`config.mk`:
```
export PLATFORM = sky130hd
export DESIGN_NAME = sai_cell
export DESIGN_NICKNAME = d
export VERILOG_FILES = /design/src/rtl/core/sai_pkg.sv /design/src/rtl/core/sai_cell.sv
export SDC_FILE = /design/constraint.sdc
export NUM_CORES = 1
export LEC_CHECK = 0
export BUFFER_PORTS_ARGS = -buffer_cell sky130_fd_sc_hd__buf_2
export CAP_MARGIN = 10
export CORE_ASPECT_RATIO = 1.2
export CORE_UTILIZATION = 40
export DETAILED_ROUTE_END_ITERATION = 8
export PLACE_DENSITY_LB_ADDON = 0.3
export SLEW_MARGIN = 25
export SYNTH_ARGS = -nofsm -noshare
export SYNTH_HDL_FRONTEND = slang
export SYNTH_SLANG_ARGS = --single-unit
```
`constraint.sdc`:
```
create_clock -name clk -period 2.7 [get_ports clk]
set_input_delay 0.135 -clock clk [delete_from_list [all_inputs] [get_ports clk]]
set_output_delay 0.135 -clock clk [all_outputs]
set_load 0.02 [all_outputs]
```
`src/rtl/core/sai_pkg.sv`:
```
package sai_pkg;

    typedef logic signed [31:0] value_t;
    typedef logic [1:0]         req_t;
    typedef logic [1:0]         status_t;
    typedef logic [5:0]         index_t;
    typedef logic [6:0]         count_t;

    localparam req_t REQ_INSERT = 2'd0;
    localparam req_t REQ_DELETE = 2'd1;
    localparam req_t REQ_READ   = 2'd2;

    localparam status_t ST_DONE   = 2'd0;
    localparam status_t ST_FULL   = 2'd1;
    localparam status_t ST_BADIDX = 2'd2;

    localparam count_t CAP_RESET = 7'd64;

    // Command broadcast from the control logic to every cell of the row.
    typedef struct packed {
        logic   ins;
        logic   del;
        value_t value;
    } cell_ctl_t;

endpackage

```
`src/rtl/core/sai_cell.sv`:
```
module sai_cell
(
    input  logic              clk,
    input  sai_pkg::cell_ctl_t ctl,
    input  logic              occupied,
    input  logic              at_end,
    input  logic              del_here,
    input  logic              left_take,
    input  sai_pkg::value_t   left_entry,
    input  sai_pkg::value_t   right_entry,
    output logic              take,
    output sai_pkg::value_t   entry
);

    sai_pkg::value_t entry_reg;
    sai_pkg::value_t entry_next;

    // A cell takes part in an insert when it holds a larger value, or when it is
    // the first free cell. Sorted order makes the takers a contiguous run.
    assign take  = ctl.ins & (occupied ? (entry_reg > ctl.value) : at_end);
    assign entry = entry_reg;

    always_comb
    begin
        entry_next = entry_reg;
        if (take)
        begin
            entry_next = left_take ? left_entry : ctl.value;
        end
        else if (ctl.del && del_here)
        begin
            entry_next = right_entry;
        end
    end

    always_ff @(posedge clk)
    begin
        entry_reg <= entry_next;
    end

endmodule

```
# == After elaboration in Yosys (flattened, before gate mapping) ==
# Cells that the tools add are included.
# totals
word_cells,9
inputBits,103
regBits,32
out_inout_bits,33
# op_classes
reduce_logical,2
bitwise_logic,1
muxes,4
order_cmp,1
# op_table
op,count
$mux 32,3
$gt 32x32->1,1
$reduce_bool 2->1,1
$and 1x1->1,1
$logic_and 1x1->1,1
$mux 1,1

# == Longest topological paths before layout ==
# Gate-level depths: netlist (run 1).
# depth
word_depth,4
ltp_mapped,11
ltp_nobuf,9

# == Worst setup path after synthesis (run 1) ==
# OpenSTA, ideal clock, no wires.
# synth_path
path_kind,flip-flop to flip-flop
startpoint,register entry_reg[11] (netlist: entry[11])
endpoint,register entry_reg[0] (netlist: entry[0]) (enable)
arrival_time_ns,2.556
setup_ns,0.388
stages_incl_launch_ff,10
path_slack_ns,-0.244
required_time_ns,2.312
n_path_buf,1
period_less_slack_ns,2.944
cell_sequence,edfxtp_1 ha_1 nand4_1 nor4_1 o21ai_1 o211ai_1 a211o_1 and2_1 buf_6 a21o_1
# synth_between
elab_chain_cells,4
# synth_rtl
item,line_no,text
start: declaration,sai_cell.sv:15,sai_pkg::value_t entry_reg;
start signal: assignment,sai_cell.sv:38,entry_reg <= entry_next;
$gt 32x32->1,sai_cell.sv:20,assign take = ctl.ins & (occupied ? (entry_reg > ctl.value) : at_end);
$mux 1,sai_cell.sv:20,
$and 1x1->1,sai_cell.sv:20,
$reduce_bool 2->1 (no source line),-,
# No other way between the ends.
# A chain may end at the register's enable or synchronous reset.

# == Worst setup path in the final report (run 1) ==
# layout_path
startpoint,register entry_reg[11] (netlist: entry[11])
endpoint,output take
# layout_between
elab_chain_cells,3
# layout_rtl
item,line_no,text
$gt 32x32->1,sai_cell.sv:20,
$mux 1,sai_cell.sv:20,
$and 1x1->1,sai_cell.sv:20,
end: declaration,sai_cell.sv:11,"output logic take,"
# No other way between the ends.

==> results of run 1 <==
kinds of logic after synthesis:
kind of cell | share of synthesized area [%]
AND/OR/NAND/NOR | 6.57
adder cells (fa/ha/maj) | 15.1
AO/OA/AOI/OAI | 22.3
flip-flops | 36.3
multiplexers | 12.1
buffers and inverters | 7.66
power by group through the flow:
stage	registers [W]	clock network [W]	logic (W)
4_1_cts	0.000686	0.000361	0.000721
5_1_grt	0.000698	0.000374	0.000812
2_1_floorplan	0.000779	0	0.000388
3_5_place_dp	0.000696	0	0.000717
6_report	0.000689	0.000344	0.000733
3_3_place_gp	0.000690	0	0.000708
layout by cell type, fill, tap and decap left out, drive strengths merged:
cell type,instances
nor2,1
and4,2
nor4,2
mux2i,32
a21o,2
a41oi,1
buf,141
nand2,10
o211a,1
ha,32
clkinv,1
a211o,1
and2,1
nand4,7
nand3b,2
clkbuf,7
o21ai,6
a221oi,1
inv,32
edfxtp,32
nand3,5
o211ai,1
a21oi,77
nand2b,1
nor2b,1
worst max-delay path: cells and delay by family, from the launching register on:
| kind | cells | cell delay (ps) |
|---|---|---|
| buffers and inverters | 2 | 340 |
| AO/OA/AOI/OAI | 3 | 690 |
| flip-flops | 1 | 440 |
| adder cells (fa/ha/maj) | 1 | 250 |
| AND/OR/NAND/NOR | 2 | 440 |
how the worst max path moves through the flow:
stage	startpoint	end	slack, ps
after detailed placement	entry[7]	entry[13]	170
after floorplan	entry[5]	entry[0]	120
after CTS	entry[7]	take	10
after global placement	entry[7]	entry[5]	250
final	entry[11]	take	130
after global routing	entry[9]	take	30
final cells by class:
type                       count  area [sq um]  area share, %
tap                           85           106           2.99
timing repair buffer         141           728           20.5
clock buffer                   7          76.3           2.15
multi-input combinational    186          1560           43.9
inverter                      32           120           3.38
clock inverter                 1          3.75          0.106
sequential                    32           961           27.0
routing by layer:
layer | global-route usage (%) | wire, um
met5 | 0 | 0
met2 | 37.5 | 3380
met4 | 6.41 | 135
met1 | 23.5 | 2880
met3 | 4.62 | 475
timing repair:
item	in CTS	in global routing
gates resized for setup	1	7
endpoints found under the setup margin	1	37
setup buffers	0	1
pin swaps	0	3
metrics by stage:
stage | instance area [sq um] | power, W | cells
2_1_floorplan | 2660 | 0.00117 | 264
3_3_place_gp | 3400 | 0.00140 | 475
3_5_place_dp | 3400 | 0.00141 | 475
4_1_cts | 3480 | 0.00177 | 483
5_1_grt | 3550 | 0.00188 | 484
6_report | 3550 | 0.00177 | 484
==> qor.csv, run 1 <==
stage,metric,value,unit
run_status,status,"complete, no violations",
synthesis,Synth cell types,26,
floorplanning,Chip Height,91.1,um
cells_and_area,max FFs per register,32,
setup_path,worst endpoint required time,2570,ps
cells_and_area,Nets,533,
setup_path,crit path max-delay cell type,edfxtp_1,
timing,Final Hold Viols,0,
grt,global-route wire length before repair,11300,um
timing,fin crit share,95.2,%
timing,Final Worst Setup Slack,130,ps
min_path,hold path cells,3,
clocking,# H-tree levels,2,
setup_path,CP Max Fanout,15,
setup_path,RR Endpoint,entry[4],
clocking,clk sinks,32,
setup_path,worst path arrival time,2440,ps
timing,Worst-Margin Slew,547,ps
placement,Final Wtd Congestion,0.765,
run,max cap viols,0,
timing,max-slew violations,0,
clocking,Max clock buf depth,2,
synthesis,Post-Syn Area,0.00265,sq mm
setup_path,CP Class,reg -> out,
timing,Post-Route Skew,6.79,ps
cells_and_area,post-route core utilization,55.5,%
grt,initial antenna violation count,0,
setup_path,cells along the critical path,ha_4 -> and4_1 -> a221oi_2 -> o211ai_1 -> a211o_1 -> and2_2 -> buf_8 -> buf_2,
clocking,clock latency on the worst-skew pair,280,ps
power_and_ir_drop,combinational share of power,41.5,%
setup_path,R2R cell count,9,
floorplanning,num ports,136,
clocking,CTS Buf Count,5,
synthesis,Syn Area/Cell,10.0,sq um
floorplanning,Core Region,0.00641,sq mm
timing,worst hold slack,166,ps
grt,vias in the first global route,2555,
power_and_ir_drop,peak supply drop,0.265,mV
grt,grt ovf,0,
drt,final WL,6870,um
power_and_ir_drop,P_leak,1.75,nW
synthesis,top post-synthesis cells by area,"edfxtp_1, ha_1, mux2i_1, a21oi_2, a21oi_1",
drt,mean number of vias per cell,5.12,
clocking,CTS tree,yes,
cells_and_area,FILL cells,621,
synthesis,top cell type's share of synthesized area,36.3,%
drt,WL/cell,14.2,um
drt,initial DRC count,97,
floorplanning,row count,32,
setup_path,kind of end point of the critical path,output pin,
synthesis,Synth Warn #,0,
power_and_ir_drop,Seq pwr share,39.0,%
cells_and_area,diode count,0,
min_path,Hold Path End,entry[15],
clocking,clk slew on worst S/H paths,60,ps
synthesis,Post-Syn Instances,264,
cells_and_area,layout cell share with drive strength beyond 1,46.4,%
synthesis,"FFs w/ async S/R, synth",0,%
timing,setup TNS,0,ps
setup_path,Reg2Reg Setup Slack,210,ps
power_and_ir_drop,P per Cell Area,497,mW/mm^2
drt,routed via count,2476,
floorplanning,Die Wd,76.3,um
setup_path,max incr delay on CP,440,ps
setup_path,R2R Path Start,entry[11],
synthesis,"EDFF count, synth",32,
power_and_ir_drop,P_sw,0.000643,W
setup_path,startpoint types,register,
power_and_ir_drop,Int Power,0.00112,W
timing,RSZ-0062 raised after global routing,no,
timing,Fmax,0.389,GHz
floorplanning,Starting Density,41.3,%
synthesis,most common cell in the netlist,a21oi_1,
timing,Worst slew margin,63.6,%
synthesis,Post-synth top cells,"a21oi_1, edfxtp_1, ha_1, inv_1, mux2i_1",
power_and_ir_drop,switch share,36.4,%
placement,post-detail-place hpwl,5410,um
timing,Final min period,2570,ps
floorplanning,die area,0.00695,sq mm
power_and_ir_drop,Clock power frac,19.5,%
synthesis,Yosys reg bits,32,
synthesis,Yosys top cell by area,edfxtp_1,
placement,PortBufs,135,
clocking,hold_buf cts,0,
timing,# setup viols final,0,
synthesis,Mapped Nets,399,
synthesis,Most used DFF post-synth,edfxtp_1,
min_path,Hold Crit Class,in -> reg,
drt,Post-route DRC,0,
grt,total track usage,20.5,%
grt,pin count of the biggest net entering global routing,33,
placement,pre-CTS WS,167,ps
clocking,cell chosen for the clock root,clkbuf_8,
drt,DRT antenna net count,0,
cells_and_area,"Area growth, synth to finish",34.3,%
drt,DRT Pass-1 Iters,4,
synthesis,sequential fraction of the synthesis area,36.3,%
min_path,Worst Hold Launch,right_entry[15],
Power figures use the tool's default switching activity.
==> run 2, diff against run 1 <==
--- a/config.mk
+++ b/config.mk
@@ -8,6 +8,7 @@
 export BUFFER_PORTS_ARGS = -buffer_cell sky130_fd_sc_hd__buf_2
 export CAP_MARGIN = 10
 export CORE_ASPECT_RATIO = 1.2
+export CORE_MARGIN = 5
 export CORE_UTILIZATION = 40
 export DETAILED_ROUTE_END_ITERATION = 8
 export PLACE_DENSITY_LB_ADDON = 0.3
==> run 2 against run 1 <==
  * Wire length rose by 7.9%
  * Sequential cell count stayed put
  * Via count rose by 0.77%
  * First-iteration DRC count decreased by 40%
  * Combinational power grew 2%
  * Sequential power about the same
  * Fmax increased by 1.6%
  * Clock-buffer cell count down 2
  * Largest power group unchanged
  * Non-clock buffer count is the same
  * Clock skew increased by 1.4 ps
  * Critical endpoint is now entry[10]
  * Critical path depth up 2
  * Highest routed layer unchanged
  * Cell count stayed put
==> qor.csv, run 2 (synthesis gave the netlist of run 1 again) <==
stage,metric,value,unit,change
run_status,status,"complete, no violations",,
floorplanning,num ports,136,,unchanged
setup_path,kind of end point of the critical path,register,,
clocking,hold_buf cts,0,,unchanged
drt,final WL,7420,um,+7.9%
floorplanning,Starting Density,41.1,%,-0.26 points
cells_and_area,FILL cells,619,,-0.32%
cells_and_area,max FFs per register,32,,unchanged
cells_and_area,most frequent cells in the layout,"buf_2, a21oi_1, inv_1, mux2i_1, edfxtp_1",,
grt,pin count of the biggest net entering global routing,33,,unchanged
cells_and_area,post-route core utilization,55.3,%,-0.19 points
setup_path,CP Class,reg -> reg,,
drt,initial DRC count,58,,-40%
drt,WL/cell,15.3,um,+7.9%
setup_path,worst endpoint required time,2720,ps,+150 ps
floorplanning,row count,32,,unchanged
setup_path,CP Max Fanout,32,,+17
floorplanning,Core Region,0.00645,sq mm,+0.63%
timing,# setup viols final,0,,unchanged
timing,Worst-Margin Slew,997,ps,+451 ps
setup_path,cells along the critical path,ha_1 -> a21oi_1 -> o21ai_1 -> a221oi_2 -> o211ai_1 -> a211o_1 -> buf_4 -> buf_4 -> a21oi_1 -> a21oi_2,,
grt,total track usage,17.8,%,-2.7 points
timing,Fmax,0.395,GHz,+1.6%
clocking,clk slew on worst S/H paths,70,ps,about the same
clocking,Max clock buf depth,2,,unchanged
timing,Post-Route Skew,8.20,ps,+1.41 ps
power_and_ir_drop,peak supply drop,0.271,mV,+2.3%
placement,post-detail-place hpwl,5850,um,+8.0%
power_and_ir_drop,P per Cell Area,500,mW/mm^2,+0.70%
clocking,CTS Buf Count,5,,unchanged
clocking,# H-tree levels,2,,unchanged
timing,Final min period,2530,ps,-41.1 ps
setup_path,max incr delay on CP,390,ps,-50 ps
setup_path,critical path's top delay family,compound AO/OA/AOI/OAI gates,,
floorplanning,die area,0.00835,sq mm,+20%
cells_and_area,"Area growth, synth to finish",34.6,%,
placement,dpl cell area,0.00339,sq mm,-0.22%
timing,max-slew violations,0,,unchanged
drt,DRT Pass-1 Iters,4,,unchanged
floorplanning,Die Wd,84.3,um,+10%
min_path,Hold Crit Class,in -> reg,,
cells_and_area,"Design Area, Final",0.00356,sq mm,+0.28%
timing,Worst slew margin,33.5,%,-30 points
grt,initial antenna violation count,0,,unchanged
power_and_ir_drop,P_leak,1.75,nW,+0.42%
clocking,clock latency on the worst-skew pair,280,ps,about the same
cells_and_area,diode count,0,,unchanged
placement,Final Wtd Congestion,0.825,,+7.8%
setup_path,CP Buf/Inv Count,2,,unchanged
cells_and_area,"commonest non-fill, non-tap cell in the layout",buf_2,,
cells_and_area,Nets,533,,unchanged
drt,routed via count,2495,,+0.77%
grt,grt ovf,0,,unchanged
timing,fin crit share,93.7,%,-1.5 points
floorplanning,Chip Height,99.1,um,+8.8%
clocking,CTS tree,yes,,
clocking,cell chosen for the clock root,clkbuf_8,,
setup_path,crit path max-delay cell type,edfxtp_1,,
drt,mean number of vias per cell,5.15,,+0.77%
run,max cap viols,0,,unchanged
placement,PortBufs,135,,unchanged
grt,vias in the first global route,2662,,+4.2%
drt,Post-route DRC,0,,unchanged
cells_and_area,layout cell share with drive strength beyond 1,47.1,%,+0.75 points
setup_path,startpoint types,register,,
drt,DRT antenna net count,0,,unchanged
timing,Final Hold Viols,0,,unchanged
setup_path,worst path arrival time,2540,ps,+100 ps
grt,global-route wire length before repair,12100,um,+6.5%
clocking,clk sinks,32,,unchanged
## run 2: where the power goes
part / switching, W / internal, W
combinational: 0.000448 / 0.000302
sequential: 0.0000389 / 0.000650
clock: 0.000170 / 0.000175
## run 2: layout make-up
cell class	instances	area (sq um)	share of cell area, %
sequential	32	961	27.0
multi-input combinational	186	1560	43.9
clock buffer	5	68.8	1.93
clock inverter	3	13.8	0.386
tap	85	106	2.98
timing repair buffer	141	731	20.5
inverter	32	120	3.37
## run 2: stage by stage
stage / setup slack, ps / power [W] / hold slack [ps] / TNS, ps / instances
detailed placement: 182 / 0.00142 / 450 / 0 / 474
global route: -2.51 / 0.00192 / 166 / -2.51 / 484
global placement: 202 / 0.00140 / 448 / 0 / 474
CTS: 0.216 / 0.00177 / 157 / 0 / 482
floorplan: 122 / 0.00117 / 355 / 0 / 264
finish: 171 / 0.00178 / 167 / 0 / 484
## run 2: timing repair
item                                   4_1_cts  5_1_grt
setup buffers                                0        2
endpoints found under the hold margin        0        0
setup endpoints to repair                    0       54
resized for setup                            0       11
## run 2: worst register-to-register path, delay by kind of cell (launching register included)
kind | cells | cell delay, ps
compound gates | 7 | 1200
flops | 1 | 390
buf+inv | 2 | 360
fa+ha+maj | 1 | 310
## run 2: metal layers
metal | share of wire (%) | track usage [%] | vias to the layer above
li1 | - | - | 1247
met5 | 0 | 0 | -
met3 | 8.6 | 6.13 | 7
met1 | 40 | 20.5 | 1147
met2 | 50 | 31.3 | 94
met4 | 1.1 | 4.95 | 0
## run 2: path summary, 6_finish.rpt
| check | to | slack [ps] | start | depth (start not counted) |
|---|---|---|---|---|
| worst max-delay path | entry[10] | 170 | entry[7] | 10 |
| worst min-delay path | entry[6] | 170 | right_entry[6] | 3 |
| worst max register to register | entry[10] | 170 | entry[7] | 10 |
| worst min register to register | entry[22] | 1290 | entry[31] | 6 |
==> run 3, diff against run 2 <==
--- a/config.mk
+++ b/config.mk
@@ -11,6 +11,7 @@
 export CORE_MARGIN = 5
 export CORE_UTILIZATION = 40
 export DETAILED_ROUTE_END_ITERATION = 8
+export GPL_TIMING_DRIVEN = 0
 export PLACE_DENSITY_LB_ADDON = 0.3
 export SLEW_MARGIN = 25
 export SYNTH_ARGS = -nofsm -noshare
==> run 3 against run 2 <==
  * Register-to-register slack lost 50 ps
  * Via count up 4.2%
  * Critical path depth is 1 higher
  * Power up 3.7%
  * Sequential power grew 0.7%
  * Sequential cell count is the same
  * Core utilization grew 2.3 points
  * Clock skew is 1.6 ps lower
  * Critical endpoint is now take
==> qor.csv, run 3 (synthesis gave the netlist of run 1 again) <==
stage,metric,value,unit,change
min_path,Hold Crit Class,in -> reg,,
timing,Worst-Margin Slew,774,ps,-223 ps
setup_path,max incr delay on CP,440,ps,+50 ps
setup_path,critical path's top delay family,simple AND/OR/NAND/NOR gates,,
drt,routed via count,2599,,+4.2%
drt,DR top layer,met4,,
clocking,hold_buf cts,0,,unchanged
grt,total track usage,18.1,%,+0.27 points
placement,pre-CTS WS,-185,ps,-366 ps
setup_path,CP Class,reg -> out,,
cells_and_area,FF/Latch Area,961,sq um,unchanged
clocking,clk sinks,32,,unchanged
clocking,clk slew on worst S/H paths,70,ps,about the same
floorplanning,Die Wd,84.3,um,unchanged
grt,initial antenna violation count,0,,unchanged
drt,Post-route DRC,0,,unchanged
timing,Post-Route Skew,6.58,ps,-1.61 ps
placement,PortBufs,134,,-0.74%
setup_path,crit path max-delay cell type,edfxtp_1,,
clocking,CTS Buf Count,5,,unchanged
timing,fin crit share,97.6,%,+3.9 points
setup_path,worst endpoint required time,2570,ps,-150 ps
drt,final WL,7890,um,+6.5%
floorplanning,row count,32,,unchanged
cells_and_area,max FFs per register,32,,unchanged
drt,WL/cell,15.9,um,+3.9%
clocking,cell chosen for the clock root,clkbuf_8,,
cells_and_area,layout cell share with drive strength beyond 1,48.9,%,+1.8 points
setup_path,startpoint types,register,,
grt,global-route wire length before repair,12100,um,about the same
cells_and_area,Nets,545,,+2.3%
drt,DRT Pass-1 Iters,4,,unchanged
setup_path,worst path arrival time,2500,ps,-40 ps
run,max cap viols,0,,unchanged
setup_path,CP Buf/Inv Count,4,,+2
floorplanning,Core Region,0.00645,sq mm,unchanged
timing,max-slew violations,0,,unchanged
clocking,clock latency on the worst-skew pair,280,ps,about the same
cells_and_area,"commonest non-fill, non-tap cell in the layout",buf_2,,
floorplanning,Starting Density,41.1,%,unchanged
drt,initial DRC count,82,,+41%
cells_and_area,"Area growth, synth to finish",40.3,%,
drt,mean number of vias per cell,5.24,,+1.6%
cells_and_area,FILL cells,578,,-6.6%
grt,grt ovf,0,,unchanged
timing,setup TNS,0,ps,unchanged
timing,Final Worst Setup Slack,65.1,ps,-106 ps
timing,Final Hold Viols,0,,unchanged
drt,routed wl met2,3880,um,+3.9%
placement,Final Wtd Congestion,0.898,,+8.9%
setup_path,CP Max Fanout,10,,-69%
setup_path,kind of end point of the critical path,output pin,,
clocking,# H-tree levels,2,,unchanged
run_status,status,"complete, no violations",,
floorplanning,Chip Height,99.1,um,unchanged
grt,pin count of the biggest net entering global routing,33,,unchanged
placement,post-detail-place hpwl,6080,um,+4.0%
floorplanning,die area,0.00835,sq mm,unchanged
power_and_ir_drop,peak supply drop,0.290,mV,+7.0%
drt,M1 WL,3180,um,+7.3%
cells_and_area,multi-input logic area,0.00165,sq mm,+5.3%
floorplanning,num ports,136,,unchanged
cells_and_area,diode count,0,,unchanged
cells_and_area,most frequent cells in the layout,"buf_2, a21oi_1, a21oi_2",,
power_and_ir_drop,P per Cell Area,498,mW/mm^2,-0.50%
drt,DRT antenna net count,0,,unchanged
setup_path,cells along the critical path,ha_4 -> nand4_1 -> buf_4 -> nor4_4 -> nand3_1 -> nand3_1 -> o21ai_2 -> and2_1 -> buf_6 -> buf_8 -> buf_4,,
timing,Final min period,2630,ps,+106 ps
timing,RSZ-0062 raised after global routing,yes,,
grt,vias in the first global route,2653,,-0.34%
timing,Fmax,0.380,GHz,-4.0%
clocking,CTS tree,yes,,
timing,# setup viols final,0,,unchanged
power_and_ir_drop,P_leak,1.81,nW,+3.5%
clocking,Max clock buf depth,2,,unchanged
drt,routed wl met3,726,um,+14%
timing,Worst slew margin,48.4,%,+15 points
[run 3: cell type report]
cell class                 count  area share [%]
buffer                        13            2.32
clock buffer                   5            1.85
clock inverter                 3           0.371
inverter                      32            3.23
multi-input combinational    187            44.3
sequential                    32            25.9
tap                           85            2.86
timing repair buffer         139            19.1
[run 3: worst paths after layout]
check                    to       startpoint  depth (start not counted)  slack (ps)
setup / recovery       take        entry[31]                         11          70
hold / removal    entry[21]  right_entry[21]                          3         160
setup reg to reg   entry[8]        entry[10]                          9         120
hold reg to reg   entry[31]        entry[31]                          6        1200
[run 3: power by group]
group / internal [W] / switching, W
logic: 0.000325 / 0.000466
registers: 0.000650 / 0.0000438
clock network: 0.000175 / 0.000188
[run 3: worst register-to-register path: stages (launching register included)]
cell      delay (ps)
edfxtp_1         450
ha_4             310
nand4_1          140
nor4_4           250
o21ai_1          110
o211ai_1         120
a211o_1          170
and2_1           140
buf_6            150
a21o_2           390
[run 3: repair_timing]
item	CTS	global route
pin swaps	3	5
gates resized for setup	7	19
cloned	0	1
setup buffers	3	2
endpoints found under the setup margin	33	63
[run 3: routing by layer]
metal | vias up | GRT usage (%)
met4 | 0 | 5.32
met3 | 12 | 6.13
li1 | 1272 | -
met5 | - | 0
met1 | 1210 | 20.8
met2 | 105 | 31.7
[run 3: per-stage QoR]
stage	cells	area (sq um)	util [%]	power, W	hold slack (ps)
6_report	496	3710	57.6	0.00185	160
5_1_grt	496	3710	57.6	0.00197	152
4_1_cts	494	3580	55.5	0.00182	146
3_5_place_dp	483	3430	53.2	0.00143	449
3_3_place_gp	483	3430	53.2	0.00141	444
2_1_floorplan	264	2660	-	0.00117	355
